[config.mk]
export PLATFORM = sky130hd
export DESIGN_NAME = iprtl_ctrl
export DESIGN_NICKNAME = d
export VERILOG_FILES = /design/src/hw/rtl/iprtl_pkg.sv /design/src/hw/rtl/iprtl_ctrl.sv
export VERILOG_INCLUDE_DIRS = /design/src /design/src/hw/rtl
export SDC_FILE = /design/constraint.sdc
export NUM_CORES = 1
export LEC_CHECK = 0
export BUFFER_PORTS_ARGS = -buffer_cell sky130_fd_sc_hd__buf_2
export CAP_MARGIN = 15
export CORE_AREA = 2 2 39 41
export CTS_CLUSTER_SIZE = 16
export DETAILED_ROUTE_END_ITERATION = 12
export DIE_AREA = 0 0 41 43
export PLACE_DENSITY_LB_ADDON = 0.25
export SKIP_CTS_REPAIR_TIMING = 1
export SYNTH_ARGS = -nofsm -noshare
export SYNTH_HDL_FRONTEND = slang
export SYNTH_SLANG_ARGS = --single-unit
[constraint.sdc]
create_clock -name i_clk -period 2.7 [get_ports i_clk]
set_input_delay 0.27 -clock i_clk [delete_from_list [all_inputs] [get_ports i_clk]]
set_output_delay 0.27 -clock i_clk [all_outputs]
set_load 0.05 [all_outputs]
[src/hw/rtl/ipv4_range_table_lookup_defines.svh]
// ----------------------------------------------------------------------------
// ipv4 range table lookup assertion macros
// shared property wrappers for the lookup block, clocked and reset-qualified
// ----------------------------------------------------------------------------
`ifndef IPV4_RANGE_TABLE_LOOKUP_DEFINES_SVH
`define IPV4_RANGE_TABLE_LOOKUP_DEFINES_SVH

// same-cycle implication
`define IPRTL_ASSERT_IMP(label, clk, rst_n, ante, cons) \
    label: assert property (@(posedge clk) disable iff (!rst_n) (ante) |-> (cons)) \
        else $error("iprtl assertion failed");

// next-cycle implication
`define IPRTL_ASSERT_NXT(label, clk, rst_n, ante, cons) \
    label: assert property (@(posedge clk) disable iff (!rst_n) (ante) |=> (cons)) \
        else $error("iprtl assertion failed");

`endif

[src/hw/rtl/iprtl_pkg.sv]
// ----------------------------------------------------------------------------
// iprtl_pkg
// shared types and constants for the ipv4 range table lookup block
// ----------------------------------------------------------------------------
package iprtl_pkg;

    localparam int ENTRIES = 65536;
    localparam int IDX_W   = $clog2(ENTRIES);
    localparam int CNT_W   = 17;
    localparam int IP_W    = 32;
    localparam int OFF_W   = 24;
    localparam int LEN_W   = 8;
    localparam int ADDR_W  = 25;
    localparam int PADDR_W = 3;
    localparam int PDATA_W = 32;

    typedef enum logic [1:0] {
        CMD_WR_OCTET = 2'd0,
        CMD_WR_RANGE = 2'd1,
        CMD_LOOKUP   = 2'd2
    } t_command;

    localparam logic REG_ENTRY_COUNT = 1'b0;
    localparam logic REG_TEXT_BASE   = 1'b1;

    typedef struct packed {
        logic [IP_W-1:0]  end_ip;
        logic [OFF_W-1:0] offset;
        logic [LEN_W-1:0] length;
    } t_range;

    typedef struct packed {
        logic wr_oct;
        logic wr_rng;
        logic load_ip;
        logic start;
        logic step;
        logic load_out;
    } t_cmd;

    typedef struct packed {
        logic cont;
    } t_stat;

endpackage

[src/hw/rtl/iprtl_ctrl.sv]
// ----------------------------------------------------------------------------
// iprtl_ctrl
// sequencer for table writes and lookups, owns the input and output handshakes
// ----------------------------------------------------------------------------
`include "ipv4_range_table_lookup_defines.svh"

module iprtl_ctrl (
    input  logic             i_clk,
    input  logic             i_rst_n,
    input  logic             i_in_valid,
    output logic             o_in_stall,
    input  logic [1:0]       i_command,
    output logic             o_out_valid,
    input  logic             i_out_stall,
    output iprtl_pkg::t_cmd  o_cmd,
    input  iprtl_pkg::t_stat i_stat
);

    typedef enum logic [1:0] {
        S_IDLE,
        S_START,
        S_SEARCH,
        S_FINISH
    } t_state;

    t_state r_state;
    logic   r_out_valid;
    logic   w_accept;
    logic   w_out_free;

    always_comb begin
        w_accept       = i_in_valid && (r_state == S_IDLE);
        w_out_free     = !r_out_valid || !i_out_stall;
        o_cmd.wr_oct   = w_accept && (i_command == iprtl_pkg::CMD_WR_OCTET);
        o_cmd.wr_rng   = w_accept && (i_command == iprtl_pkg::CMD_WR_RANGE);
        o_cmd.load_ip  = w_accept && (i_command == iprtl_pkg::CMD_LOOKUP);
        o_cmd.start    = r_state == S_START;
        o_cmd.step     = (r_state == S_START) || (r_state == S_SEARCH);
        o_cmd.load_out = (r_state == S_FINISH) && w_out_free;
    end

    always_ff @(posedge i_clk) begin
        if (!i_rst_n) begin
            r_state     <= S_IDLE;
            r_out_valid <= 1'b0;
        end else begin
            unique case (r_state)
                S_IDLE: begin
                    if (o_cmd.load_ip) begin
                        r_state <= S_START;
                    end
                end
                S_START, S_SEARCH: begin
                    r_state <= i_stat.cont ? S_SEARCH : S_FINISH;
                end
                S_FINISH: begin
                    if (w_out_free) begin
                        r_state <= S_IDLE;
                    end
                end
                default: begin
                    r_state <= S_IDLE;
                end
            endcase
            if (o_cmd.load_out) begin
                r_out_valid <= 1'b1;
            end else if (!i_out_stall) begin
                r_out_valid <= 1'b0;
            end
        end
    end

    assign o_in_stall  = r_state != S_IDLE;
    assign o_out_valid = r_out_valid;

    `IPRTL_ASSERT_IMP(a_load_when_free, i_clk, i_rst_n, o_cmd.load_out, !r_out_valid || !i_out_stall)
    `IPRTL_ASSERT_NXT(a_lookup_starts, i_clk, i_rst_n, o_cmd.load_ip, r_state == S_START)
    `IPRTL_ASSERT_NXT(a_search_ends, i_clk, i_rst_n, o_cmd.step && !i_stat.cont, r_state == S_FINISH)
    `IPRTL_ASSERT_IMP(a_result_source, i_clk, i_rst_n, $rose(r_out_valid), $past(r_state == S_FINISH))

endmodule
==> results.ini, run 1 <==
[outcome]
status=completed

[setup_path]
slowest_stage=dfxtp_1
crit_start=r_state[1]
crit_type=reg2out
reg2reg_depth=5
critPathArrivalTime_ns=1.38
cpPeakStageDelay_ns=0.31
crit_path_start_kind=flop
reg2reg_from=r_state[0]
critPathCaptureType=output port
worst_r2r_endpoint=r_state[0]
critPathCapture=o_cmd[3]
path_cells=inv_1, ha_1, nand2_1, nor3b_1, buf_2
cp_max_fo=3
r2r_slack_ns=1.48
required_ns=2.43

[route]
drt-vias-per-instance=3.86
drtPass1Iterations=3
drt_wl_total_um=471
drt_iter0_drc=1
ant_nets=0
drc=0
routedWlPerCell_um=7.98
vias=228

[pwr]
total_power_w=0.000465
irDropWorstVdd_mv=0.281
p_switching_w=0.000262
p_per_area_nw_per_um2=1380
p_seq_frac=0.157
p_sw_frac=0.563
pwr-share-clk=0.169
p_leak_nw=0.174
internal-power_w=0.000203
combPwrFrac=0.674

[clock_tree]
cts_buffer_depth=2
htreeDepth=1
cts_buffers=3
clkTransAtPathRegs_ns=0.04
insertion_delay_ns=0.23
tritoncts=done
cts_root_buf=clkbuf_4
cts.sinks=3

[global_routing]
grt_overflow=0
grt_antenna_before_repair=0
grt_pass1_wl_um=752
grtUsageTotal=0.0652
grt_max_degree=6
grt_pass1_vias=193

[synthesis]
synth-simple-area-share=0.239
synth_top_family_by_area=simple AND/OR/NAND/NOR gates
synth_seq_cells=3
yosys.area_share.xor_xnor=0
ys_seq_area_frac=0.273
syn-cell-area_um2=220
post-synth-top-count-cell=nand2_1
ys.flop_type=dfxtp_1
syn_avg_cell_area_um2=8.81
yosys.area.top_type_share=0.273
synthArstFlopShare=0
synth_nets=35
synthTopCellsByArea=dfxtp_1, ha_1, mux2i_1
synth_edf_count=0
yosys.area_share.adder=0.170
synth_mux_area_frac=0.136
synth_compound_area_frac=0.131
yosysTopAreaCell=dfxtp_1
synthCells=25
synthTopCellsByCount=nand2_1, dfxtp_1, ha_1, inv_1, mux2i_1
yosys_warnings=0
ys_types=12

[sta]
maxSlewHeadroom=0.835
period_share=0.612
fin_worst_skew_ns=0.00449
hold_viol=0
timing.fmax_mhz=605
setup_slack_ns=1.05
finalCriticalPeriod_ns=1.65
rsz0062_at_grt=no
slew_violations=0
finalSetupTns_ns=0
worst_pin_slew_ns=0.249
setup_viol=0

[die]
die-area_um2=1760
io_pins=15
rows=14
dieWidth_um=41
fp.dieH_um=43
initial_core_util=0.159
core_area_um2=1380

[min_path]
worst_hold_path_type=in2reg

[layout]
fillCellCount=164
syn2layout_area_growth_pct=52.8
drive_gt1_frac=0.419
nNetsFinal=54
diodes=0
multi_input_area_um2=149
regArea_um2=60.1

[placed_design]
dp_hpwl_um=407
dpl_worst_slack_ns=1.27
place_congestion=0.709
io_buffers=14

[flow_run]
max_cap_violations=0

critical path, delay by kind of cell, from the launching register on:
kind	cells	cell delay, ns
adder cells (fa/ha/maj)	1	0.19
buffers and inverters	2	0.37
flip-flops	1	0.31
AND/OR/NAND/NOR	2	0.27
power by group through the flow:
stage / combinational (W) / clock [W] / sequential (W)
2_1_floorplan: 0.000261 / 0 / 0.0000761
3_3_place_gp: 0.000317 / 0 / 0.0000744
3_5_place_dp: 0.000316 / 0 / 0.0000759
4_1_cts: 0.000318 / 0.0000827 / 0.0000739
5_1_grt: 0.000341 / 0.0000856 / 0.0000776
6_report: 0.000313 / 0.0000786 / 0.0000732
through the flow:
stage | hold slack [ns] | cells | utilization | instance area [µm²]
2_1_floorplan | 0.398 | 25 | - | 220
3_3_place_gp | 0.485 | 55 | 0.224 | 310
3_5_place_dp | 0.486 | 55 | 0.224 | 310
4_1_cts | 0.308 | 59 | 0.243 | 337
5_1_grt | 0.335 | 59 | 0.243 | 337
6_report | 0.308 | 59 | 0.243 | 337
sequential cells by signal, indices dropped and copies added, names as in the netlist:
| signal | flops |
|---|---|
| o_out_valid | 1 |
| r_state | 2 |
cells by family (layout without fill, tap and decap cells):
kind of cell             after synthesis  count (layout)
adder cells (fa/ha/maj)                3               3
AND/OR/NAND/NOR                       10              10
flip-flops                             3               3
AO/OA/AOI/OAI                          3               3
buffers and inverters                  3              21
multiplexers                           3               3
area by class of cell:
cell class / instances / area share
Multi-Input combinational cell: 19 / 0.442
Timing Repair Buffer: 14 / 0.208
Inverter: 3 / 0.0335
Tap cell: 16 / 0.0595
Sequential cell: 3 / 0.178
Clock buffer: 4 / 0.0781
layer usage:
metal	part of all wire	global-route usage	wire length, µm
met1	0.39	0.0705	183
met2	0.51	0.0969	240
met3	0.10	0.0471	47
met4	0	0.0200	0
met5	0	0	0
how the worst min path moves through the flow:
stage	from	depth (start not counted)	to	slack, ns
final	i_rst_n	2	o_out_valid	0.31
after global routing	i_rst_n	2	o_out_valid	0.33
after CTS	i_rst_n	2	o_out_valid	0.31
after detailed placement	r_state[1]	2	r_state[1]	0.49
after global placement	r_state[1]	2	r_state[1]	0.48
after floorplan	i_rst_n	1	o_out_valid	0.40
placed cells by master (no fill, tap or decap), drive strengths merged:
cell | synthesis | final
a32oi | 1 | 1
clkbuf | 0 | 4
nand2 | 5 | 5
dfxtp | 3 | 3
a21oi | 1 | 1
mux2i | 3 | 3
nor3b | 2 | 2
buf | 0 | 14
nor3 | 1 | 1
ha | 3 | 3
nand3b | 1 | 1
inv | 3 | 3
a21boi | 1 | 1
nor2b | 1 | 1
No activity file was read; power rests on OpenSTA's default activity.
==> run 2, diff against run 1 <==
clock period = 1.5 ns   (was 2.7 ns; I/O delays follow)
==> run 2 against run 1 <==
  * Clock power increased by 86%
  * Cell count unchanged
  * Via count increased by 2.2%
  * Global-route usage increased by 0.20 points
  * Clock skew increased by 0.0013 ns
  * Power increased by 99%
  * Setup slack got worse by 0.98 ns
  * Combinational power increased by 110%
  * Sequential share of layout area decreased by 2.5 points
  * Count of clock-buffer cells in the layout unchanged
  * Core utilization increased by 3.9 points
  * Design area increased by 16%
  * Critical path type unchanged
  * Critical endpoint unchanged
  * Largest power group unchanged
  * Highest routed layer unchanged
==> results.ini, run 2 (synthesized netlist as in run 1, its figures left out) <==
[setup_path]
critPathCaptureType=output port
required_ns=1.35
crit_path_start_kind=flop
reg2reg_depth=5
worst_r2r_endpoint=r_state[0]
r2r_slack_ns=0.30
critPathTopFamily=flip-flops
critPathArrivalTime_ns=1.28
path_cells=inv_1, ha_4, nand2_2, nor3b_2, buf_6
cp_max_fo=3
slowest_stage=dfxtp_1
cpPeakStageDelay_ns=0.33
reg2reg_from=r_state[0]
worst-path-buf-inv=2
crit_type=reg2out

[die]
fp.dieH_um=43
rows=14
die-area_um2=1760
io_pins=15
dieWidth_um=41
core_area_um2=1380
initial_core_util=0.159

[min_path]
worstHoldStart=i_rst_n
worst_hold_path_type=in2reg
min_to=r_state[0]
min_path_cells=3

[sta]
finalCriticalPeriod_ns=1.43
setup_slack_ns=0.0710
fin_worst_skew_ns=0.00584
finalSetupTns_ns=0
hold_ws_ns=0.206
setup_viol=0
period_share=0.953
hold_viol=0
maxSlewHeadroom=0.836
worst_pin_slew_ns=0.248
timing.fmax_mhz=700
rsz0062_at_grt=no
slew_violations=0

[layout]
fillCellCount=156
largest_reg_flops=2
final_cell_mix=buf_2, clkbuf_4, nand2_1
regMostFlops=r_state
drive_gt1_frac=0.581
final_cells=59
syn2layout_area_growth_pct=77.3
final_common_cell=buf_2
nNetsFinal=54
diodes=0

[placed_design]
dp_cells=55
place_congestion=0.662
dpl_worst_slack_ns=0.148
io_buffers=14

[clock_tree]
cts.sinks=3
cts_root_buf=clkbuf_4
clkTransAtPathRegs_ns=0.04
htreeDepth=1
cts_buffer_depth=2
insertion_delay_ns=0.23
tritoncts=done
cts_buffers=3

[flow_run]
max_cap_violations=0

[route]
drt_wl_total_um=547
drtPass1Iterations=2
ant_nets=0
routedWlPerCell_um=9.27
vias=233
drc=0
drt-vias-per-instance=3.95
drt_iter0_drc=1

[pwr]
p_sw_frac=0.545
internal-power_w=0.000421
combPwrFrac=0.693
pwr-share-clk=0.157
p_switching_w=0.000505
p_leak_nw=0.179
irDropWorstVdd_mv=1.19
p_per_area_nw_per_um2=2370
p_seq_frac=0.150

[global_routing]
grt_antenna_before_repair=0
grt_max_degree=6
grtUsageTotal=0.0672
grt_pass1_wl_um=772
grt_pass1_vias=183
grt_overflow=0

[outcome]
status=completed

[run 2: cell types whose count changed in the layout (fill, tap and decap cells not counted), moves of 2 or more]
| cell | before | now |
|---|---|---|
| clkbuf_4 | 3 | 5 |
| ha_1 | 3 | 1 |
| nor3b_1 | 2 | 0 |
| nor3b_2 | 0 | 2 |
| buf_2 | 14 | 10 |
| buf_6 | 0 | 2 |
[run 2: routing by layer]
layer | wire, µm | track usage | share of wire | up-vias
li1 | - | - | - | 121
met1 | 277 | 0.0962 | 0.51 | 96
met2 | 192 | 0.0781 | 0.35 | 16
met3 | 78 | 0.0471 | 0.14 | 0
met4 | 0 | 0.0200 | 0 | 0
met5 | 0 | 0 | 0 | -
[run 2: cell type report]
class                   count  area [µm²]  share of cell area
multi-input cells          19         185               0.474
repair buffers             14        87.6               0.224
clock buffers               4        26.3              0.0673
flip-flops and latches      3        60.1               0.154
well taps                  16        20.0              0.0513
inverters                   3        11.3              0.0288
[run 2: how the worst max path moves through the flow]
stage / slack (ns) / start / end / depth (start not counted)
global placement: 0.17 / r_state[1] / o_cmd[3] / 5
detailed placement: 0.15 / r_state[1] / o_cmd[3] / 5
CTS: -0.11 / r_state[1] / o_cmd[3] / 5
global route: 0.0008 / r_state[1] / o_cmd[3] / 5
floorplan: -0.01 / r_state[0] / o_cmd[3] / 4
finish: 0.07 / r_state[1] / o_cmd[3] / 5
[run 2: power groups by stage]
stage / sequential, W / combinational, W / clock (W)
floorplan: 0.000137 / 0.000480 / 0
detailed placement: 0.000138 / 0.000575 / 0
CTS: 0.000138 / 0.000579 / 0.000151
global placement: 0.000136 / 0.000580 / 0
global route: 0.000144 / 0.000687 / 0.000155
finish: 0.000139 / 0.000642 / 0.000146
[run 2: stage by stage]
| stage | util | area, µm² | total power (W) |
|---|---|---|---|
| detailed placement | 0.238 | 329 | 0.000714 |
| global route | 0.282 | 390 | 0.000986 |
| finish | 0.282 | 390 | 0.000926 |
| CTS | 0.257 | 355 | 0.000868 |
| global placement | 0.238 | 329 | 0.000715 |
| floorplan | - | 239 | 0.000618 |
[run 2: worst register-to-register path: stages (launching register included)]
cell and delay, ns:
dfxtp_1 0.39, inv_1 0.10, ha_4 0.28, mux2i_1 0.17
nand2_1 0.06, mux2i_1 0.12
